[config.mk]
export PLATFORM = sky130hd
export DESIGN_NAME = postfix_hex_byte_evaluator_unit
export DESIGN_NICKNAME = d
export VERILOG_FILES = /design/src/design/pfx_pkg.sv /design/src/design/pfx_front.sv /design/src/design/pfx_queue.sv /design/src/design/pfx_div.sv /design/src/design/pfx_back.sv /design/src/design/postfix_hex_byte_evaluator_unit.sv
export VERILOG_INCLUDE_DIRS = /design/src /design/src/design
export SDC_FILE = /design/constraint.sdc
export NUM_CORES = 1
export LEC_CHECK = 0
export BUFFER_PORTS_ARGS = -buffer_cell sky130_fd_sc_hd__buf_2
export CORE_ASPECT_RATIO = 0.75
export CORE_MARGIN = 4
export CORE_UTILIZATION = 63
export CTS_CLUSTER_DIAMETER = 200
export DETAILED_ROUTE_END_ITERATION = 8
export PLACE_DENSITY_LB_ADDON = 0.1
export RECOVER_POWER = 50
export SETUP_SLACK_MARGIN = 0.15
export SYNTH_ARGS = -nofsm -noshare
export SYNTH_HDL_FRONTEND = slang
export SYNTH_HIERARCHICAL = 1
export SYNTH_SLANG_ARGS = --single-unit
[constraint.sdc]
create_clock -name i_clk -period 6.5 [get_ports i_clk]
set_input_delay 0.975 -clock i_clk [delete_from_list [all_inputs] [get_ports i_clk]]
set_output_delay 0.975 -clock i_clk [all_outputs]
set_load 0.1 [all_outputs]
[src/design/postfix_hex_byte_evaluator_unit_assert.svh]
// Assertion macros used by the back end of the evaluator RTL.
`ifndef POSTFIX_HEX_BYTE_EVALUATOR_UNIT_ASSERT_SVH
`define POSTFIX_HEX_BYTE_EVALUATOR_UNIT_ASSERT_SVH

// Same-cycle implication, checked out of reset.
`define PFX_ASSERT_NOW(lbl, clk, rst_n, ante, cons) \
    lbl: assert property (@(posedge clk) disable iff (!(rst_n)) (ante) |-> (cons)) \
        else $error("pfx assertion failed");

// Next-cycle implication, checked out of reset.
`define PFX_ASSERT_NEXT(lbl, clk, rst_n, ante, cons) \
    lbl: assert property (@(posedge clk) disable iff (!(rst_n)) (ante) |=> (cons)) \
        else $error("pfx assertion failed");

`endif

[src/design/pfx_pkg.sv]
// Package: shared types, codes and constants of the postfix evaluator.
`timescale 1ns / 1ps
package pfx_pkg;

    localparam int PFX_DATA_W      = 8;
    localparam int PFX_STATUS_W    = 3;
    localparam int PFX_STACK_DEPTH = 128;
    localparam int PFX_QUEUE_DEPTH = 4;

    // Result status codes
    localparam logic [PFX_STATUS_W-1:0] ST_OK      = 3'd0;
    localparam logic [PFX_STATUS_W-1:0] ST_UNDER   = 3'd1;
    localparam logic [PFX_STATUS_W-1:0] ST_OVER    = 3'd2;
    localparam logic [PFX_STATUS_W-1:0] ST_DIVZ    = 3'd3;
    localparam logic [PFX_STATUS_W-1:0] ST_UNKNOWN = 3'd4;

    // ASCII codes
    localparam logic [7:0] CH_PLUS  = 8'h2B;
    localparam logic [7:0] CH_MINUS = 8'h2D;
    localparam logic [7:0] CH_STAR  = 8'h2A;
    localparam logic [7:0] CH_SLASH = 8'h2F;
    localparam logic [7:0] CH_ZERO  = 8'h30;
    localparam logic [7:0] CH_NINE  = 8'h39;
    localparam logic [7:0] CH_UA    = 8'h41;
    localparam logic [7:0] CH_UF    = 8'h46;

    // Command kinds passed from front to back
    typedef logic [2:0] t_kind;
    localparam t_kind K_NONE = 3'd0;
    localparam t_kind K_PUSH = 3'd1;
    localparam t_kind K_ADD  = 3'd2;
    localparam t_kind K_SUB  = 3'd3;
    localparam t_kind K_MUL  = 3'd4;
    localparam t_kind K_DIV  = 3'd5;
    localparam t_kind K_BAD  = 3'd6;

    typedef struct packed {
        logic [7:0] char_code;
        logic       end_of_expr;
    } t_in_item;

    typedef struct packed {
        logic [PFX_DATA_W-1:0]   value;
        logic [PFX_STATUS_W-1:0] status;
    } t_out_item;

    typedef struct packed {
        t_kind                 kind;
        logic [PFX_DATA_W-1:0] operand;
        logic                  last;
    } t_cmd;

endpackage

[src/design/pfx_front.sv]
// Front end: classify characters, pair hex digits and issue commands.
`timescale 1ns / 1ps
module pfx_front (
    input  logic          i_clk,
    input  logic          i_rst_n,
    input  logic          i_push,
    input  pfx_pkg::t_in_item i_in_item,
    input  logic          i_q_full,
    output logic          o_q_wr,
    output pfx_pkg::t_cmd o_cmd
);
    import pfx_pkg::*;

    logic       r_pending, n_pending;
    logic [3:0] r_high, n_high;
    logic       w_accept;
    logic       w_is_num, w_is_alpha;
    logic [3:0] w_nibble;
    logic [7:0] w_c;

    assign w_c        = i_in_item.char_code;
    assign w_accept   = i_push && !i_q_full;
    assign w_is_num   = (w_c >= CH_ZERO) && (w_c <= CH_NINE);
    assign w_is_alpha = (w_c >= CH_UA) && (w_c <= CH_UF);

    always_comb begin
        w_nibble = 4'd0;
        if (w_is_num) begin
            w_nibble = 4'(w_c - CH_ZERO);
        end else if (w_is_alpha) begin
            w_nibble = 4'(w_c - CH_UA + 8'd10);
        end
    end

    always_comb begin
        n_pending     = r_pending;
        n_high        = r_high;
        o_cmd.kind    = K_NONE;
        o_cmd.operand = {r_high, w_nibble};
        o_cmd.last    = i_in_item.end_of_expr;
        o_q_wr        = 1'b0;
        if (w_accept) begin
            o_q_wr = 1'b1;
            if (w_is_num || w_is_alpha) begin
                if (!r_pending) begin
                    // first digit of a pair: hold it, nothing to do unless last
                    n_pending = 1'b1;
                    n_high    = w_nibble;
                    o_q_wr    = i_in_item.end_of_expr;
                end else begin
                    n_pending  = 1'b0;
                    o_cmd.kind = K_PUSH;
                end
            end else begin
                unique case (w_c)
                    CH_PLUS:  o_cmd.kind = K_ADD;
                    CH_MINUS: o_cmd.kind = K_SUB;
                    CH_STAR:  o_cmd.kind = K_MUL;
                    CH_SLASH: o_cmd.kind = K_DIV;
                    default:  o_cmd.kind = K_BAD;
                endcase
            end
            if (i_in_item.end_of_expr) begin
                // drop a dangling digit
                n_pending = 1'b0;
                n_high    = 4'd0;
            end
        end
    end

    always_ff @(posedge i_clk) begin
        if (!i_rst_n) begin
            r_pending <= 1'b0;
            r_high    <= 4'd0;
        end else begin
            r_pending <= n_pending;
            r_high    <= n_high;
        end
    end

endmodule

[src/design/pfx_queue.sv]
// Short command queue between the front and back ends.
`timescale 1ns / 1ps
module pfx_queue #(
    parameter int DEPTH = pfx_pkg::PFX_QUEUE_DEPTH
) (
    input  logic          i_clk,
    input  logic          i_rst_n,
    input  logic          i_wr,
    input  pfx_pkg::t_cmd i_wr_cmd,
    input  logic          i_rd,
    output logic          o_full,
    output logic          o_valid,
    output pfx_pkg::t_cmd o_rd_cmd
);
    import pfx_pkg::*;

    localparam int PW = (DEPTH > 1) ? $clog2(DEPTH) : 1;
    localparam int CW = $clog2(DEPTH + 1);

    t_cmd          r_slot [DEPTH];
    logic [PW-1:0] r_head, n_head;
    logic [PW-1:0] r_tail, n_tail;
    logic [CW-1:0] r_fill, n_fill;
    logic          w_wr, w_rd;

    assign o_full   = (r_fill == CW'(DEPTH));
    assign o_valid  = (r_fill != '0);
    assign o_rd_cmd = r_slot[r_head];
    assign w_wr     = i_wr && !o_full;
    assign w_rd     = i_rd && o_valid;

    always_comb begin
        n_head = r_head;
        n_tail = r_tail;
        n_fill = r_fill;
        if (w_wr) begin
            n_tail = (r_tail == PW'(DEPTH - 1)) ? '0 : r_tail + 1'b1;
        end
        if (w_rd) begin
            n_head = (r_head == PW'(DEPTH - 1)) ? '0 : r_head + 1'b1;
        end
        if (w_wr && !w_rd) begin
            n_fill = r_fill + 1'b1;
        end else if (w_rd && !w_wr) begin
            n_fill = r_fill - 1'b1;
        end
    end

    always_ff @(posedge i_clk) begin
        if (!i_rst_n) begin
            r_head <= '0;
            r_tail <= '0;
            r_fill <= '0;
        end else begin
            r_head <= n_head;
            r_tail <= n_tail;
            r_fill <= n_fill;
        end
    end

    always_ff @(posedge i_clk) begin
        if (w_wr) begin
            r_slot[r_tail] <= i_wr_cmd;
        end
    end

endmodule

[src/design/pfx_div.sv]
// Restoring byte divider, one quotient bit per cycle.
`timescale 1ns / 1ps
module pfx_div (
    input  logic                           i_clk,
    input  logic                           i_rst_n,
    input  logic                           i_start,
    input  logic [pfx_pkg::PFX_DATA_W-1:0] i_dividend,
    input  logic [pfx_pkg::PFX_DATA_W-1:0] i_divisor,
    output logic                           o_done,
    output logic [pfx_pkg::PFX_DATA_W-1:0] o_quotient
);
    import pfx_pkg::*;

    localparam int SW = $clog2(PFX_DATA_W);

    logic                  r_busy, r_done;
    logic [SW-1:0]         r_step;
    logic [PFX_DATA_W-1:0] r_rem, r_quo, r_dvs;
    logic [PFX_DATA_W:0]   w_trial;
    logic                  w_fit;

    assign w_trial    = {r_rem, r_quo[PFX_DATA_W-1]};
    assign w_fit      = (w_trial >= {1'b0, r_dvs});
    assign o_done     = r_done;
    assign o_quotient = r_quo;

    always_ff @(posedge i_clk) begin
        if (!i_rst_n) begin
            r_busy <= 1'b0;
            r_done <= 1'b0;
            r_step <= '0;
        end else begin
            r_done <= 1'b0;
            if (i_start) begin
                r_busy <= 1'b1;
                r_step <= '0;
            end else if (r_busy) begin
                r_step <= r_step + 1'b1;
                if (r_step == SW'(PFX_DATA_W - 1)) begin
                    r_busy <= 1'b0;
                    r_done <= 1'b1;
                end
            end
        end
    end

    always_ff @(posedge i_clk) begin
        if (i_start) begin
            r_rem <= '0;
            r_quo <= i_dividend;
            r_dvs <= i_divisor;
        end else if (r_busy) begin
            r_rem <= w_fit ? PFX_DATA_W'(w_trial - {1'b0, r_dvs})
                           : w_trial[PFX_DATA_W-1:0];
            r_quo <= {r_quo[PFX_DATA_W-2:0], w_fit};
        end
    end

endmodule

[src/design/pfx_back.sv]
// Back end: operand stack, arithmetic, error tracking and result register.
`timescale 1ns / 1ps
`include "postfix_hex_byte_evaluator_unit_assert.svh"
module pfx_back #(
    parameter int STACK_DEPTH = pfx_pkg::PFX_STACK_DEPTH
) (
    input  logic               i_clk,
    input  logic               i_rst_n,
    input  logic               i_q_valid,
    input  pfx_pkg::t_cmd      i_cmd,
    output logic               o_q_rd,
    input  logic               i_pop,
    output logic               o_empty,
    output pfx_pkg::t_out_item o_out_item
);
    import pfx_pkg::*;

    localparam int AW = $clog2(STACK_DEPTH);
    localparam int CW = $clog2(STACK_DEPTH + 1);

    localparam logic [1:0] S_IDLE = 2'd0;
    localparam logic [1:0] S_EXEC = 2'd1;
    localparam logic [1:0] S_DIV  = 2'd2;

    logic [PFX_DATA_W-1:0]   r_mem [STACK_DEPTH];
    logic [PFX_DATA_W-1:0]   r_rdata;
    logic [1:0]              r_state, n_state;
    logic [PFX_DATA_W-1:0]   r_top, n_top;
    logic [CW-1:0]           r_count, n_count;
    logic [PFX_STATUS_W-1:0] r_err, n_err;
    logic                    r_out_valid;
    t_out_item               r_out, n_out;
    logic                    w_start, w_retire, w_we;
    logic [AW-1:0]           w_wr_addr, w_rd_addr;
    logic [2*PFX_DATA_W-1:0] w_prod;
    logic                    w_div_start, w_div_done;
    logic [PFX_DATA_W-1:0]   w_quo;

    pfx_div u_div (
        .i_clk      (i_clk),
        .i_rst_n    (i_rst_n),
        .i_start    (w_div_start),
        .i_dividend (r_rdata),
        .i_divisor  (r_top),
        .o_done     (w_div_done),
        .o_quotient (w_quo)
    );

    assign w_start   = i_q_valid && (!i_cmd.last || !r_out_valid || i_pop);
    assign w_wr_addr = AW'(r_count - 1'b1);
    assign w_rd_addr = AW'(r_count - CW'(2));
    assign w_prod    = r_rdata * r_top;
    assign o_q_rd    = w_retire;
    assign o_empty   = !r_out_valid;
    assign o_out_item = r_out;

    always_comb begin
        n_state     = r_state;
        n_top       = r_top;
        n_count     = r_count;
        n_err       = r_err;
        w_retire    = 1'b0;
        w_we        = 1'b0;
        w_div_start = 1'b0;
        n_out       = r_out;
        unique case (r_state)
            S_IDLE: begin
                if (w_start) begin
                    if (r_err != ST_OK) begin
                        w_retire = 1'b1;
                    end else begin
                        unique case (i_cmd.kind)
                            K_PUSH: begin
                                w_retire = 1'b1;
                                if (r_count >= CW'(STACK_DEPTH)) begin
                                    n_err = ST_OVER;
                                end else begin
                                    w_we    = (r_count != '0);
                                    n_top   = i_cmd.operand;
                                    n_count = r_count + 1'b1;
                                end
                            end
                            K_ADD, K_SUB, K_MUL, K_DIV: begin
                                if (r_count < CW'(2)) begin
                                    n_err    = ST_UNDER;
                                    w_retire = 1'b1;
                                end else begin
                                    n_state = S_EXEC;
                                end
                            end
                            K_BAD: begin
                                n_err    = ST_UNKNOWN;
                                w_retire = 1'b1;
                            end
                            default: begin
                                w_retire = 1'b1;
                            end
                        endcase
                    end
                end
            end
            S_EXEC: begin
                n_state = S_IDLE;
                n_count = r_count - 1'b1;
                w_retire = 1'b1;
                unique case (i_cmd.kind)
                    K_ADD: n_top = r_rdata + r_top;
                    K_SUB: n_top = r_rdata - r_top;
                    K_MUL: n_top = w_prod[PFX_DATA_W-1:0];
                    default: begin
                        if (r_top == '0) begin
                            n_err = ST_DIVZ;
                            n_top = '0;
                        end else begin
                            // hand over to the divider and wait
                            w_div_start = 1'b1;
                            n_state     = S_DIV;
                            n_count     = r_count;
                            w_retire    = 1'b0;
                        end
                    end
                endcase
            end
            S_DIV: begin
                if (w_div_done) begin
                    n_top    = w_quo;
                    n_count  = r_count - 1'b1;
                    w_retire = 1'b1;
                    n_state  = S_IDLE;
                end
            end
            default: begin
                n_state = S_IDLE;
            end
        endcase

        if (w_retire && i_cmd.last) begin
            n_out.status = n_err;
            n_out.value  = '0;
            if (n_err == ST_OK) begin
                if (n_count == '0) begin
                    n_out.status = ST_UNDER;
                end else begin
                    n_out.value = n_top;
                end
            end
            n_count = '0;
            n_err   = ST_OK;
        end
    end

    always_ff @(posedge i_clk) begin
        if (!i_rst_n) begin
            r_state     <= S_IDLE;
            r_count     <= '0;
            r_err       <= ST_OK;
            r_out_valid <= 1'b0;
        end else begin
            r_state <= n_state;
            r_count <= n_count;
            r_err   <= n_err;
            if (w_retire && i_cmd.last) begin
                r_out_valid <= 1'b1;
            end else if (i_pop) begin
                r_out_valid <= 1'b0;
            end
        end
    end

    always_ff @(posedge i_clk) begin
        r_top <= n_top;
        r_out <= n_out;
    end

    always_ff @(posedge i_clk) begin
        if (w_we) begin
            r_mem[w_wr_addr] <= r_top;
        end
        r_rdata <= r_mem[w_rd_addr];
    end

    `PFX_ASSERT_NOW(a_count_bound, i_clk, i_rst_n, 1'b1, r_count <= CW'(STACK_DEPTH))
    `PFX_ASSERT_NOW(a_exec_operands, i_clk, i_rst_n, r_state != S_IDLE, r_count >= CW'(2))
    `PFX_ASSERT_NOW(a_div_nonzero, i_clk, i_rst_n, r_state == S_DIV, r_top != '0)
    `PFX_ASSERT_NEXT(a_result_loaded, i_clk, i_rst_n, w_retire && i_cmd.last, r_out_valid)

endmodule

[src/design/postfix_hex_byte_evaluator_unit.sv]
// Top level of the postfix hex byte evaluator.
`timescale 1ns / 1ps
// Evaluates a postfix expression fed one ASCII character per transaction.
// Pairs of upper-case hex digits (high digit first) form byte operands that
// are pushed on an operand stack of STACK_DEPTH bytes; + - * / pop two bytes
// and push the result modulo 256 (deeper operand on the left). On the
// character flagged end_of_expr one result transaction carries the top of
// the stack and a status (0 ok, 1 underflow, 2 overflow, 3 divide by zero,
// 4 unknown character; value reads 0 whenever status is not ok). The first
// error sticks and the rest of the expression is ignored; after the last
// character the stack, the digit pairing and the error are cleared and a
// dangling single digit is dropped. A front end classifies characters and
// pairs digits, then passes commands through a four-entry queue to the back
// end, which owns the stack. In the back end the first digit of a pair
// needs no work unless it ends the expression; a completed pair is pushed
// from the idle state. + - and * read the second operand from the stack
// (the top sits in a register); / also waits on a divider that forms one
// quotient bit per cycle, unless the divisor is zero. Unknown characters,
// operators that find fewer than two operands and anything after an error
// retire from the idle state. A final character waits at the head of the
// queue while an unread result sits in the output register. The stack is
// a memory with a registered read port and needs no clearing after reset;
// full rises only when the queue is full.
module postfix_hex_byte_evaluator_unit #(
    parameter int STACK_DEPTH = pfx_pkg::PFX_STACK_DEPTH
) (
    input  logic               i_clk,
    input  logic               i_rst_n,
    input  logic               push,
    output logic               full,
    input  pfx_pkg::t_in_item  i_in_item,
    output logic               empty,
    input  logic               pop,
    output pfx_pkg::t_out_item o_out_item
);
    import pfx_pkg::*;

    logic w_q_wr, w_q_rd, w_q_valid;
    t_cmd w_wr_cmd, w_rd_cmd;

    // Classify and pair digits; enqueue only work the back end must see
    pfx_front u_front (
        .i_clk     (i_clk),
        .i_rst_n   (i_rst_n),
        .i_push    (push),
        .i_in_item (i_in_item),
        .i_q_full  (full),
        .o_q_wr    (w_q_wr),
        .o_cmd     (w_wr_cmd)
    );

    // Decouple the two ends so either may stall on its own
    pfx_queue #(
        .DEPTH (PFX_QUEUE_DEPTH)
    ) u_queue (
        .i_clk    (i_clk),
        .i_rst_n  (i_rst_n),
        .i_wr     (w_q_wr),
        .i_wr_cmd (w_wr_cmd),
        .i_rd     (w_q_rd),
        .o_full   (full),
        .o_valid  (w_q_valid),
        .o_rd_cmd (w_rd_cmd)
    );

    // Stack, arithmetic and the result register
    pfx_back #(
        .STACK_DEPTH (STACK_DEPTH)
    ) u_back (
        .i_clk      (i_clk),
        .i_rst_n    (i_rst_n),
        .i_q_valid  (w_q_valid),
        .i_cmd      (w_rd_cmd),
        .o_q_rd     (w_q_rd),
        .i_pop      (pop),
        .o_empty    (empty),
        .o_out_item (o_out_item)
    );

endmodule
# Word-level counts from Yosys, hierarchy flattened
# Memory sizes are Yosys's and may differ from the RTL's. A register that Yosys moved wholly into a read port is not among the register bits.
# Index checks and enable logic that the tools add are counted.
dict set report totals {
  regBits 74
  ramBits 1072
  in_bits 13
  out_inout_bits 13
  wordCells 188
  mem_count 2
}
# name words word_bits rd rd_ports_with_merged_regs write_ports line_no
set memory_table {}
lappend memory_table {u_back.r_mem 128 8 1 1 1 pfx_back.sv:25} ;# logic [PFX_DATA_W-1:0] r_mem [STACK_DEPTH];
lappend memory_table {u_queue.r_slot 4 12 1 1 1 pfx_queue.sv:20} ;# t_cmd r_slot [DEPTH];
dict set report classes {
  add_sub_neg 14
  mul 1
  magnitude_cmp 7
  n_eq_ne 22
  n_mux 84
  bitwise_logic 3
  reduce_logical 37
}
# operator count
set ops {}
lappend ops {{$mux W8} 16}
lappend ops {{$pmux W8 S3} 3}
lappend ops {{$mux W3} 12}
lappend ops {{$eq A8 B6 Y1 const B} 4}
lappend ops {{$mux W1} 32}
lappend ops {{$mux W2} 11}
lappend ops {{$mux W4} 5}
lappend ops {{$logic_not A8 Y1} 2}
lappend ops {{$sub A8 B8 Y8} 2}
lappend ops {{$eq A3 B3 Y1 const B} 5}
lappend ops {{$pmux W3 S4} 1}
lappend ops {{$ne A2 B2 Y1 const B} 5}
lappend ops {{$ge A9 B8 Y1} 1}
lappend ops {{$logic_and A1 B1 Y1} 9}
lappend ops {{$pmux W3 S3} 1}
lappend ops {{$add A8 B1 Y8 const B} 1}
lappend ops {{$add A8 B8 Y8} 1}
lappend ops {{$ge A8 B6 Y1 const B} 1}
lappend ops {{$ge A8 B7 Y1 const B} 1}
lappend ops {{$ge A8 B8 Y1 const B} 1}
lappend ops {{$le A8 B6 Y1 const B} 1}
lappend ops {{$le A8 B7 Y1 const B} 1}
lappend ops {{$lt A8 B2 Y1 const B} 1}
lappend ops {{$mul A8 B8 Y8} 1}
lappend ops {{other kinds (29)} 50}

# Longest topological paths before layout
dict set report depth {
  depth_word 10
  ltp_mapped 17
  mapped_depth_nobuf 15
}

# Hierarchy
# Netlist, hierarchy kept.
# module instances cells_per_inst area_each_um2 seq_area_each_um2
set modules_own_cells {}
lappend modules_own_cells {pfx_back 1 2122 43299.0 31680.4}
lappend modules_own_cells {pfx_queue 1 113 2235.9 1621.6}
lappend modules_own_cells {pfx_div 1 140 1549.0 740.7}
lappend modules_own_cells {pfx_front 1 80 639.4 100.1}

# Least setup slack after synthesis
# Ideal clock, no wire load.
dict set report synth_timing {
  kind {register -> register}
  start {register u_back.r_top[2]}
  end {register u_back.r_out, in the netlist u_back/o_out_item[10], data pin}
  setup_time_ns 0.269
  arrival_ns 5.294
  t_required_ns 6.231
  setup_slack_ns 0.937
  path_stages_with_launch 17
  path_buffers 1
  period_less_slack_ns 5.563
  path_cell_list {dfxtp_1 > clkbuf_1 > nand2_1 > fa_1 > inv_1 > ha_1 > inv_1 > fa_1 > fa_1 > inv_1 > ha_1 > a21oi_1 > xnor2_1 > xnor2_1 > a211oi_1 > o21ai_0 > nor2b_1}
}
dict set report synth_via {
  elab_cells_between_ends 17
  classes_between {add/sub: 2; mul: 1; mux: 9; bitwise: 1; reduce/logical: 4}
}
# element line_no
set synth_rtl {}
lappend synth_rtl {{start: declaration} pfx_back.sv:28} ;# logic [PFX_DATA_W-1:0] r_top, n_top;
lappend synth_rtl {{start signal: assignment} pfx_back.sv:171} ;# r_top <= n_top;
lappend synth_rtl {{parallel branches: the longest is 2 deep, another holds $mul A8 B8 Y8} --}
lappend synth_rtl {{$pmux W8 S3 *} pfx_back.sv:106} ;# unique case (i_cmd.kind)
lappend synth_rtl {{$pmux W8 S3 *} pfx_back.sv:66} ;# unique case (r_state)
lappend synth_rtl {{net u_back.n_top[7]} pfx_back.sv:28}
lappend synth_rtl {{end signal: assignment} pfx_back.sv:172} ;# r_out <= n_out;
lappend synth_rtl {{end: declaration} pfx_back.sv:32} ;# t_out_item r_out, n_out;
# Mark *: on every way through the listed nets, which the timed path passes.
# A chain may end at the register's enable or synchronous reset.

# Worst setup path in the final report
dict set report layout_timing {
  start {register u_back.r_top[6]}
  end {register u_back.r_out, in the netlist u_back/o_out_item[10], data pin}
}
# Same word-level chain as after synthesis.

==> flow_summary.toml <==
[clocking]
htreeDepth = 3
postCtsResizedCells = 0
postCtsSetupBuffers = 0
clock_path_buffers = 3
tritoncts = "built"
worstSkewPairLatency_ps = 680
cts_root_buffer = "clkbuf_16"
cts.hold.buffers_added = 0
clkSinkCount = 1156
clk_pin_slew_ps = 60
cts_buffers = 105

[global_routing]
gr-usage-all-layers = 0.276
antenna_found_initial = 1
grt_pass1_vias = 23936
global_route.overflow_total = 0
grt_pass1_wl_mm = 162
grt_max_degree = 181

[power]
peakVddDrop_v = 0.000296
combPwrFrac = 0.167
pwr-share-clk = 0.323
power_density_nw_per_um2 = 366
power.internal_uw = 13800
total_power_uw = 19100
seqPwrFrac = 0.511
switchingPower_uw = 5320
p_sw_frac = 0.278
p_leak_uw = 0.0164

[yosys]
synthesis.nets = 2534
synthArstFlopShare = 0
synth.distinct_cells = 89
yosys_warnings = 6
ys_seq_area_frac = 0.715
syn_inst = 2455
synth_area_per_cell_um2 = 19.4
synthTopCellsByCount = "edfxtp_1, mux4_2, nor2_1, nand2_1, clkbuf_1"
synthTopCellsByArea = "edfxtp_1, mux4_2, dfxtp_1, nor2_1, ha_1"
ys_ff_latch = 1156
yosys.area.top_type_share = 0.692
syn_area_um2 = 47700
synth.most_common_cell = "edfxtp_1"
yosysTopAreaCell = "edfxtp_1"
ys.flop_type = "edfxtp_1"
synth_edf_count = 1099

[sta]
slew_headroom = -1.73
whs_ps = 501
post-route-period-util = 0.892
rsz0062_at_grt = "false"
fin_skew_ps = 23.7
hold_viol = 0
timing.final.crit_period_ps = 5800
setup_viol = 0
fin_setup_tns_ps = 0
timing.fmax_ghz = 0.172
drv_slew = 756
worst_pin_slew_ps = 4090

[placed_design]
gp_congestion = 0.925
dpl_cell_area_um2 = 48900
dp_hpwl_mm = 64.4
port_buffers = 25

[floorplanning]
row_count = 87
start_util = 0.635
fp.dieW_um = 326
coreArea_um2 = 75100
die_h_um = 246
ios = 26
dieArea_um2 = 80300

[setup_path]
criticalPathCategory = "reg2reg"
cp-start-kind = "flip-flop"
worstPathMaxFanout = 69
arrival_ps = 6190
critPathRequiredTime_ps = 6900
endpoint_kind = "flip-flop"

[status]
violations = "capacitance limit, slew limit"
status = "complete, but fails checks"

[layout]
postLayoutCellArea_um2 = 52200
finalNetCount = 2570
area_growth_pct = 9.46
layout-drive-gt1-share = 0.225

[drt]
m1WireLength_mm = 44.9
top_layer = "met4"
wirelength_mm = 108
via_count = 24258
avgRoutedWirePerCell_um = 30.4
firstDrtPassIters = 6
drt_iter0_drc = 3354
ant_nets = 0
avgViaCountPerCell = 6.82
drc = 0
wl_met3_mm = 12.5
wl_met2_mm = 48.6

[hold_path]
min-delay-path-class = "reg2reg"

[run]
drv_cap = 11
-- routing by layer --
metal,vias to the layer above,GRT usage
met2,1440,0.400
met1,12671,0.433
met4,0,0.0582
li1,10000,-
met5,-,0
met3,147,0.0732
-- kinds of logic after synthesis --
| kind of cell | synth area share |
|---|---|
| AND/OR/NAND/NOR | 0.0429 |
| flip-flops | 0.715 |
| buffers and inverters | 0.0163 |
| multiplexers | 0.170 |
| XOR/XNOR | 0.00991 |
| AO/OA/AOI/OAI | 0.0263 |
| adder cells (fa/ha/maj) | 0.0197 |
-- power groups by stage --
stage / logic [uW] / registers, uW / clock network (uW)
2_1_floorplan: 1800 / 10000 / 0
3_3_place_gp: 3110 / 9840 / 0
3_5_place_dp: 3170 / 9860 / 0
4_1_cts: 3190 / 9690 / 6270
5_1_grt: 3430 / 9800 / 6620
6_report: 3180 / 9750 / 6160
-- worst max-delay path, cell delays in order (launching register included) --
cell,delay [ps]
dfxtp_1,2210
and2_1,320
ha_1,260
ha_1,310
inv_1,70
fa_1,420
fa_1,490
inv_1,40
ha_1,290
a21oi_1,230
xnor2_1,170
xnor2_1,120
a211oi_1,260
o21ai_0,130
nor2b_1,170
-- sequential cells by signal, indices dropped and copies added (netlist names), 4 cells and up, named ones only --
name                     flops
u_back/o_out_item           11
u_back/r_count               8
u_back/r_mem              1024
u_back/r_rdata               8
u_back/r_top                 8
u_back/u_div/o_quotient      8
u_back/u_div/r_dvs           8
u_back/u_div/r_rem           8
u_front/r_high               4
u_queue/r_slot              48
-- final timing paths --
check	from	end	slack, ps	cells past startpoint
setup / recovery	u_back/r_top[6]	u_back/o_out_item[10]	700	14
hold / removal	u_back/u_div/r_rem[3]	u_back/u_div/r_rem[3]	500	2
setup reg to reg	u_back/r_top[6]	u_back/o_out_item[10]	700	14
hold reg to reg	u_back/u_div/r_rem[3]	u_back/u_div/r_rem[3]	500	2
-- cells in the final DEF, fill, tap and decap left out, types with 9 or more instances in the layout --
cell type / n
a211oi_1: 10
a21o_1: 9
a21oi_1: 35
and2_1: 30
and3_1: 10
buf_2: 10
buf_4: 18
bufinv_16: 11
clkbuf_1: 34
clkbuf_16: 108
clkinv_1: 20
clkinv_2: 30
dfxtp_1: 53
edfxtp_1: 1099
fa_1: 15
ha_1: 50
inv_1: 58
mux2_2: 25
mux2i_1: 29
mux4_2: 325
nand2_1: 85
nand2b_1: 15
nand3_1: 18
nor2_1: 202
nor2b_1: 20
nor3_1: 14
o211ai_1: 13
o21ai_0: 35
xnor2_1: 38
xor2_1: 13
-- final cells by class --
class	instances	area (um^2)
antenna	1	2.50
clock buffer	127	2800
clock inverter	68	656
fill	4684	22900
inverter	59	221
multi-input combinational	1116	12800
sequential	1156	34200
tap	979	1220
timing repair buffer	53	333
-- stage by stage --
| stage | setup WS (ps) | utilization | cells |
|---|---|---|---|
| after floorplan | 937 | - | 2455 |
| after global placement | 1280 | 0.651 | 3363 |
| after detailed placement | 1230 | 0.651 | 3363 |
| after CTS | 1180 | 0.697 | 3558 |
| after global routing | 503 | 0.695 | 3558 |
| final | 702 | 0.696 | 3559 |
No activity file was read; power rests on OpenSTA's default activity.
